## config.mk

```make
export PLATFORM = sky130hd
export DESIGN_NAME = ssn_cell
export DESIGN_NICKNAME = d
export VERILOG_FILES = /design/src/design/ssn_pkg.sv /design/src/design/ssn_cell.sv
export SDC_FILE = /design/constraint.sdc
export NUM_CORES = 2
export LEC_CHECK = 0
export BUFFER_PORTS_ARGS = -buffer_cell sky130_fd_sc_hd__buf_2
export CAP_MARGIN = 20
export CORE_AREA = 2 2 510 512
export CTS_CLUSTER_DIAMETER = 100
export DETAILED_ROUTE_END_ITERATION = 12
export DIE_AREA = 0 0 512 514
export PLACE_DENSITY = 0.49
export SLEW_MARGIN = 10
export SYNTH_ARGS = -nofsm -noshare
export SYNTH_HDL_FRONTEND = slang
export SYNTH_SLANG_ARGS = --single-unit
```

## constraint.sdc

```tcl
create_clock -name clk -period 19.1 [get_ports clk]
set_input_delay 4.775 -clock clk [delete_from_list [all_inputs] [get_ports clk]]
set_output_delay 4.775 -clock clk [all_outputs]
set_load 0.01 [all_outputs]
```

## src/design/ssn_pkg.sv

```systemverilog
`timescale 1ns / 1ps
// ----------------------------------------------------------------------------
// ssn_pkg
// shared types and constants for the softsign reciprocal pipeline
// ----------------------------------------------------------------------------
package ssn_pkg;

	localparam int FRAC_BITS_DEF = 16;
	localparam int WORD_W        = 32;
	localparam int PROD_W        = 2 * WORD_W;
	localparam int RES_W         = 18;
	localparam int IP_W          = 7;   // integer part of 1+|x| stays below 128
	localparam int K_W           = 3;
	localparam int NUM_CELLS     = 4;
	localparam int IN_TDATA_W    = 32;
	localparam int OUT_TDATA_W   = 24;

	// data handed from cell to cell
	typedef struct packed {
		logic signed [WORD_W-1:0] x;
		logic signed [WORD_W-1:0] den;
		logic signed [WORD_W-1:0] r;
		logic                     sat;
		logic                     last;
	} cell_data_t;

endpackage

```

## src/design/ssn_cell.sv

```systemverilog
`timescale 1ns / 1ps
// ----------------------------------------------------------------------------
// ssn_cell
// one newton step r = r * (2 - den * r), two multiply stages
// ----------------------------------------------------------------------------
module ssn_cell #(
	parameter int FRAC_BITS = ssn_pkg::FRAC_BITS_DEF
) (
	input  logic                clk,
	input  logic                arst_n,
	input  logic                in_valid,
	output logic                in_ready,
	input  ssn_pkg::cell_data_t in_data,
	output logic                out_valid,
	input  logic                out_ready,
	output ssn_pkg::cell_data_t out_data
);

	localparam logic [ssn_pkg::WORD_W-1:0] TWO = ssn_pkg::WORD_W'(2) << FRAC_BITS;

	logic                                va_q;
	logic                                vb_q;
	logic                                en_a;
	logic                                en_b;
	ssn_pkg::cell_data_t                 d_s1;
	logic signed [ssn_pkg::PROD_W-1:0]   p_s1;
	ssn_pkg::cell_data_t                 d_s2;
	logic signed [ssn_pkg::WORD_W-1:0]   t;
	logic signed [ssn_pkg::PROD_W-1:0]   p2;

	assign en_b     = !vb_q || out_ready;
	assign en_a     = !va_q || en_b;
	assign in_ready = en_a;

	// t = 2 - floor(den*r), wrapping in 32 bits
	assign t  = $signed(TWO - p_s1[FRAC_BITS +: ssn_pkg::WORD_W]);
	assign p2 = d_s1.r * t;

	always_ff @(posedge clk or negedge arst_n) begin
		if (!arst_n) begin
			va_q <= 1'b0;
			vb_q <= 1'b0;
		end else begin
			if (en_a) va_q <= in_valid;
			if (en_b) vb_q <= va_q;
		end
	end

	always_ff @(posedge clk) begin
		if (en_a && in_valid) begin
			d_s1 <= in_data;
			p_s1 <= in_data.den * in_data.r;
		end
		if (en_b && va_q) begin
			d_s2.x    <= d_s1.x;
			d_s2.den  <= d_s1.den;
			d_s2.r    <= $signed(p2[FRAC_BITS +: ssn_pkg::WORD_W]);
			d_s2.sat  <= d_s1.sat;
			d_s2.last <= d_s1.last;
		end
	end

	assign out_valid = vb_q;
	assign out_data  = d_s2;

endmodule

```

After elaboration in Yosys (flattened, before gate mapping)
Index checks and enable logic that the tools add are counted.

storage, ports and cells
  input port bits = 102
  RAM bits = 0
  register bits after elaboration = 246
  latch bits = 0
  memories = 0
  bits in read-only memories = 0

operators by class
  add/sub/neg operators = 1
  bitwise gates (word level) = 0
  magnitude comparators = 0
  muxes and demuxes = 0
  shifts and indexed selects = 0
  equal/unequal tests = 0
  multipliers = 2
  reduce and logical (&&, ||, !) cells = 6
  divide/modulo/power cells = 0

operators with widths
  kind                                                number
  multiplier 32 x 32 -> 48 bit                        2
  subtractor 18 x 32 -> 32 bit, first input constant  1
  logical AND 1 bit                                   2
  logical NOT 1 bit                                   2
  logical OR 1 bit                                    2

Depth between registers and ports, before layout
  depth in word-level cells = 4
  mapped depth = 35

Worst setup path after synthesis
OpenSTA, ideal clock, no wires.

  path kind = input to register
  from = input in_data[53] (netlist name)
  to = register p_s1[46] (netlist name), data pin
  slack = 6,745 ps
  required time = 18,838 ps
  arrival = 12,092 ps
  stages = 28
  cell sequence = clkbuf_1 clkbuf_1 nand2_1 fa_1 fa_1 fa_1 inv_1 fa_1 inv_1 fa_1 inv_1 fa_1 fa_1 inv_1 fa_1 inv_1 ha_1 a21o_1 a311oi_1 o21ai_0 a221oi_1 o2bb2ai_1 o311ai_0 a211o_1 and3b_1 clkbuf_1 o21bai_1 xor2_1

between the ends
  cells in the longest elaborated chain, start to end = 1

ends and longest elaborated chain
  element                       line            RTL
  start, declared               ssn_cell.sv:13  input ssn_pkg::cell_data_t in_data,
  multiplier 32 x 32 -> 48 bit  ssn_cell.sv:52  p_s1 <= in_data.den * in_data.r;
  end signal, assigned          ssn_cell.sv:52
  end, declared                 ssn_cell.sv:26  logic signed [ssn_pkg::PROD_W-1:0] p_s1;

No other way between the ends.
A chain may end at the register's enable or synchronous reset.

Worst setup path in the final report
  from = input in_data[7] (netlist name)
  to = register p_s1[47] (netlist name), data pin

Same word-level chain as after synthesis.

==> impl_metrics.csv <==
group,metric,value,unit
placed_design,port_buffers,201,
timing,fmax,0.07682,GHz
die,die_area,0.2632,sq mm
setup_path,arrival,13.40,ns
global_routing,grt_pass1_vias,49920,
route,via_per_inst,4.340,
synthesis,synth_top_family_by_area,"adder cells",
die,pin_count,202,
global_routing,antenna_found_initial,34,
timing,tightest_slew,1.036,ns
synthesis,syn-cell-area,0.06407,sq mm
setup_path,cp-end-kind,"register",
clock_tree,cts_buffers,39,
placed_design,gp_congestion,0.8432,
synthesis,muxShareOfSynthArea,0.01757,%
clock_tree,path_clk_slew,0.06,ns
route,drc,0,
job,max_cap_viol_count,0,
die,fp.coreArea,0.2581,sq mm
route,wl,198.8,mm
clock_tree,cts_setup_buffers,0,
clock_tree,clock-sinks,230,
synthesis,yosysMostFrequentCell,"inv_1",
synthesis,synth_adder_area_share,58.75,%
synthesis,synth_simple_gate_area_share,13.75,%
global_routing,grt-ovfl-total,0,
layout,drive_gt1_share,6.163,%
timing,layout_min_cycle_time,13.02,ns
setup_path,worstSetupStartpointType,"input pin",
synthesis,yosys-top-cells-count,"inv_1, fa_1, nand2_1",
synthesis,synth_xor_area_share,2.244,%
global_routing,grt_pass1_wl,308.8,mm
synthesis,synth_top_area_cell,"fa_1",
route,initialDrtViolationCount,2674,
global_routing,grt_max_degree,59,
die,start_util,24.83,%
synthesis,ys_warn_count,0,
synthesis,synthTopCellsByArea,"fa_1, inv_1, edfxtp_1",
synthesis,ys_types,64,
timing,slew_viol_final,0,
synthesis,synth_top_area_share,52.36,%
timing,setup_viol,0,
route,firstDrtPassIters,5,
timing,setup_ws,6.082,ns
synthesis,ys_ff_latch,230,
timing,rsz0062_at_grt,"false",
synthesis,synth_cells,6716,
min_path,hp-class,"reg2reg",
timing,timing.final.crit_share,68.16,%
timing,max-slew-margin-rel,30.92,%
clock_tree,cts_tree,"yes",
layout,fin_cells,10160,
clock_tree,post_cts_resized,0,
setup_path,required,19.48,ns
layout,syn2layout_area_growth,9.830,%
synthesis,synth-compound-area-share,1.695,%
clock_tree,clk_path_buf_depth,3,
placed_design,hpwlAfterDp,148.7,mm
die,rows,187,
global_routing,globalRouteTotalUtil,15.46,%
placed_design,pre_cts_slack,5.346,ns
die,die_width,512,um
synthesis,synth-async-reset-ratio,0.8696,%
placed_design,post-place-cells,10080,
clock_tree,cts-root-buf,"clkbuf_16",
timing,fin_tns_setup,0,ns
route,wl_per_cell,19.58,um
synthesis,synth_ff_type,"edfxtp_1",
die,die_h,514,um
synthesis,seq_area_frac_synth,10.76,%
layout,nNetsFinal,8824,
clock_tree,clk_latency,0.70,ns
setup_path,path_class,"in2reg",
route,antenna_left,0,
setup_path,path_max_fanout,33,
status,status,"complete, no violations",
timing,skew,0.08086,ns
synthesis,syn_nets,8821,
synthesis,postSynthAreaPerCell,9.540,sq um
clock_tree,ctsHoldBuffers,0,
synthesis,synth_edf_count,228,
timing,hold_violations,0,
route,dr_total_vias,44080,
clock_tree,cts_max_level,2,
## through the flow
step | util, % | area [sq um] | hold WS (ns)
after global routing | 27.27 | 70370 | 0.4203
after CTS | 27.27 | 70370 | 0.4140
final | 27.27 | 70370 | 0.4124
after floorplan | - | 64070 | 0.4003
after global placement | 26.76 | 69050 | 0.4006
after detailed placement | 26.76 | 69050 | 0.4045
## flip-flops by register name, indices dropped and copies added, names as in the netlist
signal	flops
d_s1	98
va_q	1
out_data	98
p_s1	32
out_valid	1
## per-layer routing
layer	part of all wire [%]	up-vias	global-route usage (%)	wire [um]
met4	2.8	12	4.048	5549
met3	6.4	284	2.659	12680
met1	43	23460	20.52	86320
li1	-	18930	-	-
met5	0.039	-	0	77
met2	47	1392	25.96	94210
## layout by cell type, fill, tap and decap left out, types with 8 or more instances in the layout
cell type  netlist  routed
inv_1         1835    1835
fa_1          1676    1676
nand2_1       1389    1389
and2_1         413     411
ha_1           327     326
edfxtp_1       228     228
buf_2            1     201
buf_4            0     108
xnor2_1        119     101
nor2_1          53      53
a21oi_1         40      40
clkbuf_16        0      39
xor2_1          40      33
a21o_1          25      25
nand2b_1        25      25
o21ai_0         21      21
nor3_1          19      19
xnor2_2          0      17
nor2b_1         14      14
nand3_1         11      11
o21bai_1        10      10
or2_2            8       8
and3_1           8       8
o21a_1           8       8
or3_1            8       8
or4_1            8       8
clkinv_2         0       8
## final cells by class
cell class	instances	area, sq um
timing repair buffer	309	1817
inverter	1835	6888
clock inverter	27	306.5
sequential	230	6897
fill	27570	187700
tap	3402	4257
antenna	3	7.507
multi-input combinational	4304	49190
clock buffer	45	1008
## cells by family (layout without fill, tap and decap cells)
| logic type | Yosys count | count (layout) |
|---|---|---|
| other cells | 0 | 3 |
| xor+xnor | 161 | 161 |
| compound gates | 155 | 155 |
| mux | 1 | 1 |
| buf+inv | 2182 | 2216 |
| simple gates | 1984 | 1984 |
| fa+ha+maj | 2003 | 2003 |
| flops | 230 | 230 |
## final timing paths
check                                     to  slack (ns)       start  cells after the start
worst max-delay path                p_s1[47]        6.08  in_data[7]                     26
worst min-delay path            out_data[40]        0.41    d_s1[40]                      0
worst max register to register  out_data[30]        8.13    p_s1[16]                     32
worst min register to register  out_data[40]        0.41    d_s1[40]                      0
max in group asynchronous               va_q       15.10      arst_n                      1
min in group asynchronous          out_valid        3.91      arst_n                      1
## worst max-delay path: stages
cell and delay (ns):
buf_2 0.66, nand2_1 0.18, fa_1 0.58, inv_1 0.05
fa_1 0.53, fa_1 0.44, fa_1 0.53, inv_1 0.06
fa_1 0.52, inv_1 0.06, fa_1 0.49, fa_1 0.49
inv_1 0.05, fa_1 0.47, inv_1 0.04, ha_1 0.33
a21o_1 0.22, a311oi_1 0.25, o21ai_0 0.13, a221oi_1 0.54
o2bb2ai_1 0.24, o311ai_1 0.86, a211o_1 0.29, and3b_1 0.29
o41ai_1 0.13, xnor2_1 0.14
Power is not shown: default switching activity piles up to over one toggle a cycle in this logic, so the estimate is an artifact.
