==> config.mk <==
export PLATFORM = sky130hd
export DESIGN_NAME = ssn_front
export DESIGN_NICKNAME = d
export VERILOG_FILES = /design/src/design/ssn_pkg.sv /design/src/design/ssn_front.sv
export SDC_FILE = /design/constraint.sdc
export NUM_CORES = 1
export LEC_CHECK = 0
export ABC_AREA = 1
export BUFFER_PORTS_ARGS = -buffer_cell sky130_fd_sc_hd__buf_4
export CAP_MARGIN = 20
export CORE_MARGIN = 2
export CORE_UTILIZATION = 45
export CTS_CLUSTER_DIAMETER = 30
export DETAILED_ROUTE_END_ITERATION = 8
export GPL_TIMING_DRIVEN = 0
export PLACE_DENSITY = 0.72
export REMOVE_ABC_BUFFERS = 1
export SLEW_MARGIN = 10
export SYNTH_ARGS = -nofsm -noshare
export SYNTH_HDL_FRONTEND = slang
export SYNTH_SLANG_ARGS = --single-unit
==> constraint.sdc <==
create_clock -name clk -period 8.4 [get_ports clk]
set_clock_uncertainty 0.1 [all_clocks]
set_input_delay 0.42 -clock clk [delete_from_list [all_inputs] [get_ports clk]]
set_output_delay 0.42 -clock clk [all_outputs]
set_load 0.02 [all_outputs]
==> src/design/ssn_pkg.sv <==
`timescale 1ns / 1ps
// ----------------------------------------------------------------------------
// ssn_pkg
// shared types and constants for the softsign reciprocal pipeline
// ----------------------------------------------------------------------------
package ssn_pkg;

	localparam int FRAC_BITS_DEF = 16;
	localparam int WORD_W        = 32;
	localparam int PROD_W        = 2 * WORD_W;
	localparam int RES_W         = 18;
	localparam int IP_W          = 7;   // integer part of 1+|x| stays below 128
	localparam int K_W           = 3;
	localparam int NUM_CELLS     = 4;
	localparam int IN_TDATA_W    = 32;
	localparam int OUT_TDATA_W   = 24;

	// data handed from cell to cell
	typedef struct packed {
		logic signed [WORD_W-1:0] x;
		logic signed [WORD_W-1:0] den;
		logic signed [WORD_W-1:0] r;
		logic                     sat;
		logic                     last;
	} cell_data_t;

endpackage

==> src/design/ssn_front.sv <==
`timescale 1ns / 1ps
// ----------------------------------------------------------------------------
// ssn_front
// magnitude, saturation check, denominator and reciprocal seed
// ----------------------------------------------------------------------------
module ssn_front #(
	parameter int FRAC_BITS = ssn_pkg::FRAC_BITS_DEF
) (
	input  logic                              clk,
	input  logic                              arst_n,
	input  logic                              in_valid,
	output logic                              in_ready,
	input  logic signed [ssn_pkg::WORD_W-1:0] in_x,
	input  logic                              in_last,
	output logic                              out_valid,
	input  logic                              out_ready,
	output ssn_pkg::cell_data_t               out_data
);

	localparam logic [ssn_pkg::WORD_W:0]   LIMIT = (ssn_pkg::WORD_W+1)'(127) << FRAC_BITS;
	localparam logic [ssn_pkg::WORD_W-1:0] ONE   = ssn_pkg::WORD_W'(1) << FRAC_BITS;
	localparam logic [ssn_pkg::WORD_W-1:0] SEED0 = ssn_pkg::WORD_W'(3) << (FRAC_BITS - 2);

	logic                          v_q;
	logic                          en;
	logic [ssn_pkg::WORD_W:0]      xe;
	logic [ssn_pkg::WORD_W:0]      ax;
	logic [ssn_pkg::WORD_W-1:0]    den;
	logic [ssn_pkg::WORD_W-1:0]    ip_w;
	logic [ssn_pkg::IP_W-1:0]      ip;
	logic [ssn_pkg::K_W-1:0]       k;
	ssn_pkg::cell_data_t           d_s1;

	assign en       = !v_q || out_ready;
	assign in_ready = en;

	always_comb begin
		xe   = {in_x[ssn_pkg::WORD_W-1], in_x};
		ax   = in_x[ssn_pkg::WORD_W-1] ? (~xe + 1'b1) : xe;
		den  = ax[ssn_pkg::WORD_W-1:0] + ONE;
		ip_w = den >> FRAC_BITS;
		ip   = ip_w[ssn_pkg::IP_W-1:0];
		// leading-one position of the integer part
		k = '0;
		for (int i = 1; i < ssn_pkg::IP_W; i++) begin
			if (ip[i]) k = ssn_pkg::K_W'(i);
		end
	end

	always_ff @(posedge clk or negedge arst_n) begin
		if (!arst_n) begin
			v_q <= 1'b0;
		end else if (en) begin
			v_q <= in_valid;
		end
	end

	always_ff @(posedge clk) begin
		if (en && in_valid) begin
			d_s1.x    <= in_x;
			d_s1.den  <= $signed(den);
			d_s1.r    <= $signed(SEED0 >> k);
			d_s1.sat  <= (ax >= LIMIT);
			d_s1.last <= in_last;
		end
	end

	assign out_valid = v_q;
	assign out_data  = d_s1;

endmodule

Word-level counts from Yosys, hierarchy flattened:

Index checks and enable logic that the tools add are counted.

* $add $sub $neg: 2
* order comparisons: 1
* shifts and indexed selects: 1
* multiplexer cells: 7
* bitwise logic cells: 1
* reductions and logical operators: 3

Operators with widths (number)
* $add A33 B1 Y33 const B: 1
* $ge A33 B23 Y1 const B: 1
* $mux W33: 1
* $not A33 Y33: 1
* $add A32 B17 Y32 const B: 1
* $shr A16 B3 Y32 const A: 1
* $mux W3: 3
* $mux W2: 2
* $logic_and A1 B1 Y1: 1
* $logic_not A1 Y1: 1
* $logic_or A1 B1 Y1: 1
* $mux W1: 1

* flip-flop bits (word level): 99
* input bits: 37
* output and inout bits: 100
* word-level logic and storage cells: 21

Logic depth before layout (Yosys ltp):

Gate-level depths: netlist of run 1.

* depth after elaboration: 11
* gate-level depth with buffers: 19
* depth with buffers taken out: 19

Least setup slack after synthesis of run 1:

No wires, ideal clock.

* kind: register -> register
* from: register v_q (netlist: out_valid)
* to: register d_s1, in the netlist out_data[0] (enable)
* setup time: 0.531 ns
* data arrival time: 4.101 ns
* data required time: 7.769 ns
* path slack: 3.668 ns
* cell stages (with the launch flop): 2
* buffers on the path: 0
* clock period less this slack: 4.732 ns
* cell sequence: dfrtp_1 > a21oi_1

* longest elaborated chain between the ends: 3

Ends and longest elaborated chain
* start, declared: line ssn_front.sv:24 `logic v_q;`
* start signal, assigned: line ssn_front.sv:54 `v_q <= in_valid;`
* $logic_not A1 Y1: line ssn_front.sv:34 `assign en = !v_q || out_ready;`
* $logic_or A1 B1 Y1: line ssn_front.sv:34
* $logic_and A1 B1 Y1: line ssn_front.sv:59 `if (en && in_valid) begin`
* end, declared: line ssn_front.sv:32 `ssn_pkg::cell_data_t d_s1;`

Every way passes these cells.
A chain may end at the register's enable or synchronous reset.

Final worst setup path of run 1:

* from: input port in_x[0] (netlist name)
* to: register d_s1, in the netlist out_data[11] (data pin)

* longest elaborated chain between the ends: 11

Ends and longest elaborated chain
* start, declared: line ssn_front.sv:13 `input logic signed [ssn_pkg::WORD_W-1:0] in_x,`
* $not A33 Y33: line ssn_front.sv:39 `ax = in_x[ssn_pkg::WORD_W-1] ? (~xe + 1'b1) : xe;`
* $add A33 B1 Y33: line ssn_front.sv:39
* $mux W33 *: line ssn_front.sv:39
* $add A32 B17 Y32 *: line ssn_front.sv:40 `den = ax[ssn_pkg::WORD_W-1:0] + ONE;`
* $mux W1: line ssn_front.sv:46 `if (ip[i]) k = ssn_pkg::K_W'(i);`
* $mux W2 (2 in a row): line ssn_front.sv:46
* $mux W3 (2 in a row): line ssn_front.sv:46
* $mux W3 *: line ssn_front.sv:46
* $shr A16 B3 Y32 *: line ssn_front.sv:62 `d_s1.r <= $signed(SEED0 >> k);`

Mark *: on every way between the ends. The rest lies on a longest branch, timed or not.

==> reports/results.ini, run 1 <==
[power_and_ir_drop]
seq_power_share=0.479
combPwrFrac=0.207
p_per_area_mw_per_mm2=175
p_int_mw=0.675
switchingPower_mw=0.261
p_clk_frac=0.314
vdd_drop_max_mv=0.0761
cellLeakagePower_nw=2.35
swShare=0.279

[finish]
ff_latch_area_mm2=0.00225
areaGrowthSynthToFinish_pct=26.8
instances_no_fill=678
final_layout_size_suffix_gt1_frac=0.319
multiInputGateArea_mm2=0.00165
fin_util=0.585
num-nets-final=604
nFillCells=790
insertedDiodeCount=0

[clock_network]
clock-sinks=75
clk_latency_ns=0.34
cts-htree-levels=3
cts_inserted_buffers=9
post_cts_buffers=0
cts.clk_slew.worst_paths_ns=0.08
tritoncts=built
cts_buffer_depth=2
cts_resized=0
root_buffer=clkbuf_8

[global_route]
grt_pass1_vias=3057
grt_max_degree=38
grt_remaining_overflow=0
antenna_found_initial=0
track_usage=0.183
grt_pass1_wl_um=14400

[drt]
viasPerCell=4.93
drt_iter0_drc=136
drc=0
drt_pass1_iterations=5
detail-route-antenna-nets=0
vias=3342
wire_per_inst_um=13.4
wl_um=9100

[yosys]
synth_common_cells=99 x nand2_1, 74 x edfxtp_1, 55 x nor2_1
synth_cells=442
synthFlopType=edfxtp_1
synth_edf_count=74
synth_top_area_frac=0.527
yosysMostFrequentCell=nand2_1
syn_area_per_cell_um2=9.55
async_flop_share=0.0133
synth_cell_types=33
synth_area_leaders=edfxtp_1 53%, nand2_1 8.8%, nor2_1 4.9%, buf_4 4.6%, inv_1 4.4%
syn_area_mm2=0.00422
synth_seq_area_share=0.533
yosysWarningCount=0
synth_top_area_cell=edfxtp_1
ys_ff_latch=75

[placed_design]
dp.cells=662
place_congestion=0.861
place_hpwl_um=7000
io_buffers=113

[setup_path]
cpPeakStageDelay_ns=0.31
path_cells=buf_4 > inv_1 > ha_1 > nand2_2 > nor2_8 > nand2_2 > nand3b_1 > nand2_2 > ha_1 > nand3_1 > nand2_1 > o21ai_4 > nand2_1 > nor2_1 > nor2_1 > ha_1 > nand2_1 > inv_1
startpoint_type=input pin
rrSetupSlack_ns=6.69
worst-endpoint-required_ns=8.42
crit_path_top_delay_cell=ha_1
path_delay_family=simple AND/OR/NAND/NOR gates
rr_worst_depth=2
crit_buf_inv=3
crit_fanout=6
worstPathArrival_ns=2.82
cp-end-kind=flop
worstSetupPathType=in -> reg
critical_path_depth=18

[floorplanning]
die_h_um=101
die_x_um=101
io_pins=137
die_area_mm2=0.0102
row_count=35
core_mm2=0.00915
initial_core_util=0.461

[job]
max_cap_violations=0

[timing]
worstMarginPinSlew_ns=0.706
period_needed_ns=2.79
rsz0062_at_grt=false
setup_viol_count_final=0
hold_violations=0
tns_ns=0
fmax_ghz=0.358
slew-limit-headroom=0.528
finalCritPeriodShare=0.332
maxSlewViolCount=0

[min_path]
min_path_cells=1
worstHoldPathType=in -> reg

[status]
run_status=finished, final reports clean

## flip-flops by register name, summed over array words and instances (netlist names)
signal / count
out_data: 74
out_valid: 1
## cells in the final DEF, fill, tap and decap left out, types with 4 or more instances in the layout
cell type,count
buf_4,113
clkbuf_8,9
conb_1,23
edfxtp_1,74
ha_1,4
inv_1,49
inv_2,6
nand2_1,99
nand2_2,15
nand3_1,23
nand4_1,7
nor2_1,55
nor2_2,10
nor2_4,5
nor3_1,5
o21ai_0,12
xnor2_1,8
xor2_1,12
## worst reg2reg max path, cell delays in order (launching register included)
cell and delay, ns:
dfrtp_1 0.42, a21oi_4 0.60, buf_12 0.28
## power by group through the flow
stage	clock network, mW	registers (mW)	logic [mW]
5_1_grt	0.312	0.451	0.213
3_5_place_dp	0	0.457	0.194
2_1_floorplan	0	0.491	0.0839
3_3_place_gp	0	0.461	0.186
4_1_cts	0.301	0.449	0.195
6_report	0.294	0.448	0.194
## per-layer routing
layer / vias up / GRT usage / part of all wire
li1: 1630 / - / -
met1: 1560 / 0.244 / 0.44
met2: 138 / 0.288 / 0.47
met3: 14 / 0.0416 / 0.069
met4: 0 / 0.0801 / 0.018
met5: - / 0 / 0
## final timing paths
| path | end | from |
|---|---|---|
| max in group asynchronous | out_valid | arst_n |
| min in group asynchronous | out_valid | arst_n |
| max | out_data[11] | in_x[0] |
| min | out_data[0] | in_last |
| min reg2reg | out_valid | out_valid |
| max reg2reg | out_data[88] | out_valid |
## metrics by stage
step	cell area (um2)	setup slack, ns	power, mW	hold WS (ns)
after global placement	5080	2.37	0.647	0.0956
after global routing	5350	5.40	0.975	0.134
final	5350	5.61	0.937	0.153
after CTS	5350	5.65	0.945	0.138
after detailed placement	5130	5.27	0.651	0.0983
after floorplan	4100	3.67	0.575	0.0244
## layout make-up
type,instances,area share
multi-input cells,306,0.309
clock inverters,6,0.0152
inverters,55,0.0386
repair buffers,116,0.168
flip-flops and latches,75,0.420
well taps,111,0.0260
clock buffers,9,0.0232
## logic make-up (layout without fill, tap and decap cells)
family / Yosys count / in the layout / share of synthesized area
buffers and inverters: 83 / 186 / 0.0976
adder cells (fa/ha/maj): 4 / 4 / 0.0119
AND/OR/NAND/NOR: 234 / 234 / 0.268
flip-flops: 75 / 75 / 0.533
XOR/XNOR: 22 / 22 / 0.0546
other: 1 / 23 / 0.000889
AO/OA/AOI/OAI: 23 / 23 / 0.0347
## repair_timing
item / 4_1_cts / 5_1_grt
hold endpoints to repair: 1 / 0
hold buffers: 1 / 0
setup endpoints to repair: 0 / 0
Power figures use the tool's default switching activity.
==> inputs of run 2 (changes only) <==
clock period = 2.65 ns   (was 8.4 ns; I/O delays follow)
==> run 2 against run 1 <==
  * Hold slack got worse by 0.13 ns
  * Combinational power rose to 3.5 times the previous value
  * Cell area grew 8.3%
  * Critical path depth did not move
  * Routed wire length rose by 4.5%
  * Critical path type unchanged
==> reports/results.ini, run 2 (synthesized netlist as in run 1, its figures left out) <==
[setup_path]
cp-end-kind=flop
worstSetupPathType=in -> reg
startpoint_type=input pin
crit_path_top_delay_cell=dlygate4sd3_1
path_cells=dlygate4sd3_1 > buf_4 > nor2_1 > and2_1 > nand3_1 > nand2_1 > nand2_1 > nand2_2 > nand2_4 > inv_2 > nand3_4 > nand2_8 > nand2_1 > nor2_1 > nor2_1 > ha_1 > nand2_1 > inv_1
worstPathArrival_ns=2.53  ; -0.29 ns
worst-endpoint-required_ns=2.67  ; -5.75 ns
path_delay_family=simple AND/OR/NAND/NOR gates
cpPeakStageDelay_ns=0.53  ; +0.22 ns
crit_fanout=7  ; +1
crit_buf_inv=4  ; +1
critPathMostFrequentCell=nand2_1

[clock_network]
root_buffer=clkbuf_8
clk_latency_ns=0.34  ; about the same
cts_inserted_buffers=9  ; unchanged
cts.clk_slew.worst_paths_ns=0.08  ; about the same
tritoncts=built
cts-htree-levels=3  ; unchanged
clock-sinks=75  ; unchanged
cts_buffer_depth=2  ; unchanged

[floorplanning]
io_pins=137  ; unchanged
row_count=35  ; unchanged
die_area_mm2=0.0102  ; unchanged
core_mm2=0.00915  ; unchanged
initial_core_util=0.461  ; unchanged
die_x_um=101  ; unchanged
die_h_um=101  ; unchanged

[job]
max_cap_violations=0  ; unchanged

[global_route]
met1_usage=0.250  ; +0.00666
grt_util_met3=0.0409  ; -0.000693
antenna_found_initial=0  ; unchanged
grt_pass1_wl_um=15200  ; +5.2%
top_usage_layer=met2
track_usage=0.192  ; +0.00901
grt_remaining_overflow=0  ; unchanged
grt_pass1_vias=3226  ; +5.5%
gr-usage-met2=0.311  ; +0.0231
grt_max_degree=38  ; unchanged

[timing]
worstMarginPinSlew_ns=0.711  ; +0.00462 ns
fin_ws_ns=0.137  ; -5.47 ns
slew-limit-headroom=0.525  ; -0.00309
finalCritPeriodShare=0.948
period_needed_ns=2.51
maxSlewViolCount=0  ; unchanged
setup_viol_count_final=0  ; unchanged
hold_violations=0  ; unchanged
holdWs_ns=0.0230  ; -0.130 ns
fmax_ghz=0.398
rsz0062_at_grt=false

[finish]
areaGrowthSynthToFinish_pct=37.3
final_layout_size_suffix_gt1_frac=0.316  ; -0.00343
final_common_cell=buf_4
nFillCells=741  ; -6.2%
largest_register_ffs=74  ; unchanged
ff_latch_area_mm2=0.00225  ; unchanged
num-nets-final=645  ; +6.8%
insertedDiodeCount=0  ; unchanged
multiInputGateArea_mm2=0.00170  ; +2.8%
final_cell_mix=119 x buf_4, 99 x nand2_1, 74 x edfxtp_1

[placed_design]
preCtsSetupSlack_ns=-0.190  ; -5.46 ns
place_hpwl_um=7000  ; unchanged
place_congestion=0.861  ; unchanged
io_buffers=113  ; unchanged

[drt]
detail-route-antenna-nets=0  ; unchanged
wl_um=9520  ; +4.5%
drt_iter0_drc=143  ; +5.1%
drc=0  ; unchanged
wire_per_inst_um=13.2  ; -1.4%
vias=3466  ; +3.7%
viasPerCell=4.82  ; -2.2%
drt_pass1_iterations=4  ; -1

[power_and_ir_drop]
vdd_drop_max_mv=0.255  ; +240%
cellLeakagePower_nw=2.54  ; +7.8%
p_per_area_mw_per_mm2=522  ; +200%

[min_path]
worstHoldPathType=in -> reg

[status]
run_status=finished, final reports clean

-- run 2: changes by cell type in the layout (fill, tap and decap cells not counted), sizes merged --
cell	change
dlygate4sd3	+35
buf	+6
-- run 2: timing repair --
item,in CTS,in global routing
hold endpoints to repair,34,0
resized for setup,0,8
buffers inserted,0,6
endpoints found under the setup margin,0,7
hold buffers,36,0
-- run 2: final cells by class --
| type | count | share of cell area |
|---|---|---|
| Clock inverter | 6 | 0.0140 |
| Inverter | 55 | 0.0356 |
| Sequential cell | 75 | 0.388 |
| Clock buffer | 9 | 0.0214 |
| Multi-Input combinational cell | 306 | 0.294 |
| Tap cell | 111 | 0.0240 |
| Timing Repair Buffer | 157 | 0.223 |
-- run 2: per-stage QoR --
step                setup TNS, ns  instance area (um2)  instances  power (mW)   util
floorplan                 -154.05                 4100        436        1.82      -
global placement          -240.15                 5080        660        2.05  0.555
detailed placement         -0.605                 5130        662        2.06  0.561
CTS                             0                 5700        713        3.04  0.623
global route                    0                 5790        719        3.16  0.633
finish                          0                 5790        719        3.02  0.633
-- run 2: power breakdown --
group / total [mW] / switching [mW] / internal [mW]
Combinational: 0.674 / 0.409 / 0.265
Sequential: 1.42 / 0.0205 / 1.40
Clock: 0.927 / 0.409 / 0.518
Total: 3.02 / 0.838 / 2.19
-- run 2: worst min-delay path: cells and delay by family --
family,cells,cell delay (ns)
buffers and inverters,2,0.16
XOR/XNOR,1,0.08
-- run 2: path summary, 6_finish.rpt --
check	from	cells past startpoint	end	slack (ns)
max	in_x[19]	18	out_data[11]	0.14
max reg2reg	out_valid	2	out_data[62]	0.94
max in group asynchronous	arst_n	3	out_valid	1.81
min in group asynchronous	arst_n	3	out_valid	0.54
min reg2reg	out_valid	1	out_data[92]	0.70
min	in_x[10]	3	out_data[44]	0.02
-- run 2: metal layers --
metal  vias up  part of all wire
met1      1595              0.43
li1       1711                 -
met2       142              0.48
met4         0             0.022
met3        18             0.072
met5         -                 0
==> inputs of run 3 (changes only) <==
ABC_AREA = not set   (was 1)
PLACE_DENSITY = 0.73   (was 0.72)
==> run 3 against run 2 <==
  * Largest cell class unchanged
  * Flip-flop and latch count is the same
  * Clock power shrank 5.6%
  * Cell count shrank 14%
  * Critical path type unchanged
  * First-iteration DRC count grew 120%
  * Combinational power grew 19%
  * Synthesized area shrank 5.0%
  * The run now ends with setup timing left
==> reports/results.ini, run 3 <==
[timing]
worstMarginPinSlew_ns=0.635  ; -0.0753 ns
rsz0062_at_grt=true
hold_violations=0  ; unchanged
fin_ws_ns=-0.879  ; -1.02 ns
maxSlewViolCount=0  ; unchanged
slew-limit-headroom=0.575  ; +0.0498
fmax_ghz=0.283  ; -29%
period_needed_ns=3.53  ; +1.02 ns
finalCritPeriodShare=1.33  ; +0.384
setup_viol_count_final=22  ; +22

[floorplanning]
io_pins=137  ; unchanged
die_h_um=98.4  ; -2.4%
initial_core_util=0.462  ; +0.000967
die_x_um=98.4  ; -2.4%
row_count=34  ; -2.9%
core_mm2=0.00868  ; -5.2%
die_area_mm2=0.00968  ; -4.8%

[global_route]
grt_pass1_vias=3381  ; +4.8%
grt_remaining_overflow=0  ; unchanged
antenna_found_initial=0  ; unchanged
grt_max_degree=47  ; +24%
grt_pass1_wl_um=16900  ; +12%
track_usage=0.221  ; +0.0287

[placed_design]
dp.cells=534  ; -19%
preCtsSetupSlack_ns=-2.53  ; -2.34 ns
postPlaceCellArea_mm2=0.00486  ; -5.3%
place_hpwl_um=6390  ; -8.7%
io_buffers=113  ; unchanged
place_congestion=0.844  ; -1.9%

[drt]
drt_pass1_iterations=5  ; +1
viasPerCell=5.51  ; +14%
wire_per_inst_um=17.3  ; +31%
vias=3408  ; -1.7%
detail-route-antenna-nets=0  ; unchanged
drt_iter0_drc=319  ; +120%
wl_um=10700  ; +13%
drc=0  ; unchanged

[yosys]
async_flop_share=0.0133  ; unchanged
syn_area_per_cell_um2=12.3  ; +29%
yosysMostFrequentCell=edfxtp_1
synthFlopType=edfxtp_1
synth_top_area_frac=0.554  ; +0.0276
yosysWarningCount=0  ; unchanged
syn_area_mm2=0.00401  ; -5.0%
synth_top_area_cell=edfxtp_1
synth_edf_count=74  ; unchanged
synth_cells=326  ; -26%
synth_cell_types=63  ; +91%
synth_area_leaders=edfxtp_1 55%, xnor2_1 6.8%, buf_4 4.5%, xor2_1 2.8%, nor4_1 1.4%
ys_ff_latch=75  ; unchanged
synth_common_cells=74 x edfxtp_1, 31 x xnor2_1, 24 x buf_4
synth_seq_area_share=0.561  ; +0.0279

[power_and_ir_drop]
p_per_area_mw_per_mm2=514  ; -1.5%
combPwrFrac=0.258  ; +0.035
seq_power_share=0.461  ; -0.009
cellLeakagePower_nw=2.33  ; -8.3%
switchingPower_mw=0.905  ; +8.1%
vdd_drop_max_mv=0.253  ; -0.75%
swShare=0.291  ; +0.0136
p_clk_frac=0.281  ; -0.026
p_int_mw=2.21  ; +1.1%

[finish]
instances_no_fill=619  ; -14%
final_cell_mix=132 x buf_4, 74 x edfxtp_1, 36 x dlygate4sd3_1
insertedDiodeCount=0  ; unchanged
final_layout_size_suffix_gt1_frac=0.423  ; +0.107
num-nets-final=547  ; -15%
final_common_cell=buf_4
fin_area_mm2=0.00606  ; +4.6%
nFillCells=607  ; -18%
largest_register_ffs=74  ; unchanged
areaGrowthSynthToFinish_pct=51.1

[clock_network]
cts_inserted_buffers=9  ; unchanged
cts-htree-levels=3  ; unchanged
root_buffer=clkbuf_8
clock-sinks=75  ; unchanged
clk_latency_ns=0.35  ; about the same
cts_buffer_depth=2  ; unchanged
cts.clk_slew.worst_paths_ns=0.08  ; about the same
tritoncts=built

[setup_path]
cpPeakStageDelay_ns=0.55  ; +0.02 ns
worstPathArrival_ns=3.51  ; +0.98 ns
worstSetupPathType=in -> reg
worst-endpoint-required_ns=2.63  ; -0.04 ns
crit_path_top_delay_cell=or4_4
path_cells=buf_4 > or4_4 > or4_4 > o211a_1 > or2_4 > ha_4 > and3b_1 > a22o_1 > or2_4 > a21boi_2 > o32ai_2 > a21o_1 > ha_4 > o311ai_2 > o311ai_2
startpoint_type=input pin
cp-end-kind=flop
path_delay_family=simple AND/OR/NAND/NOR gates
crit_buf_inv=1  ; -3
crit_fanout=6  ; -1

[status]
run_status=complete, but fails checks
violations=setup timing

[min_path]
worstHoldPathType=in -> reg

[job]
max_cap_violations=0  ; unchanged

run 3: changes by cell type after synthesis, sizes merged, moves of 6 or more:
cell | before | now
clkbuf | 0 | 6
inv | 55 | 9
nand2 | 117 | 14
nand2b | 0 | 6
nand3 | 27 | 2
nor2 | 71 | 10
nor4 | 2 | 9
o31ai | 0 | 9
o41ai | 0 | 7
or2 | 2 | 9
or3 | 0 | 9
or4 | 0 | 8
xnor2 | 8 | 31
run 3: final timing paths:
path,startpoint,end,slack [ns],cells past startpoint
worst max-delay path,in_x[3],out_data[13],-0.88,15
worst min-delay path,in_x[5],out_data[39],0.01,2
worst max register to register,out_valid,out_data[51],0.99,3
worst min register to register,out_valid,out_data[44],0.84,2
max in group asynchronous,arst_n,out_valid,1.83,3
min in group asynchronous,arst_n,out_valid,0.51,3
run 3: logic make-up (layout without fill, tap and decap cells):
family / after synthesis / in the layout / synth area share
buf+inv: 45 / 208 / 0.0674
xor+xnor: 44 / 44 / 0.0961
flops: 75 / 75 / 0.561
mux: 2 / 2 / 0.00499
compound gates: 62 / 62 / 0.118
other cells: 1 / 23 / 0.000935
simple gates: 93 / 93 / 0.140
fa+ha+maj: 4 / 4 / 0.0125
run 3: cell type report:
| class | count | area [um2] | area share |
|---|---|---|---|
| Tap cell | 108 | 135 | 0.0223 |
| Sequential cell | 75 | 2250 | 0.371 |
| Clock inverter | 5 | 62.6 | 0.0103 |
| Inverter | 9 | 33.8 | 0.00558 |
| Clock buffer | 11 | 131 | 0.0217 |
| Timing Repair Buffer | 183 | 1540 | 0.254 |
| Multi-Input combinational cell | 228 | 1910 | 0.315 |
run 3: repair_timing:
item,4_1_cts,5_1_grt
hold buffers,36,0
buffers inserted,31,6
endpoints found under the setup margin,23,23
hold endpoints to repair,34,0
resized for setup,69,7
pin swaps,28,6
run 3: power groups by stage:
stage / clock [mW] / combinational, mW / sequential, mW
finish: 0.875 / 0.804 / 1.44
detailed placement: 0 / 0.617 / 1.46
floorplan: 0 / 0.258 / 1.56
global route: 0.932 / 0.858 / 1.44
CTS: 0.891 / 0.776 / 1.43
global placement: 0 / 0.600 / 1.46
run 3: through the flow:
stage | TNS (ns) | total power, mW | util | hold slack [ns]
floorplan | -48.44 | 1.82 | - | -0.263
global placement | -87.53 | 2.06 | 0.558 | -0.192
detailed placement | -37.01 | 2.08 | 0.560 | -0.189
CTS | -10.57 | 3.10 | 0.690 | 0.00179
global route | -15.05 | 3.23 | 0.698 | 0.0201
finish | -13.07 | 3.11 | 0.698 | 0.0105
run 3: routing by layer:
layer  vias to the layer above  routed length, um  track usage
met5                         -                  0            0
met4                         0                289       0.0906
met3                        28                727       0.0401
met2                       181               5480        0.381
met1                      1647               4240        0.274
li1                       1552                  -            -
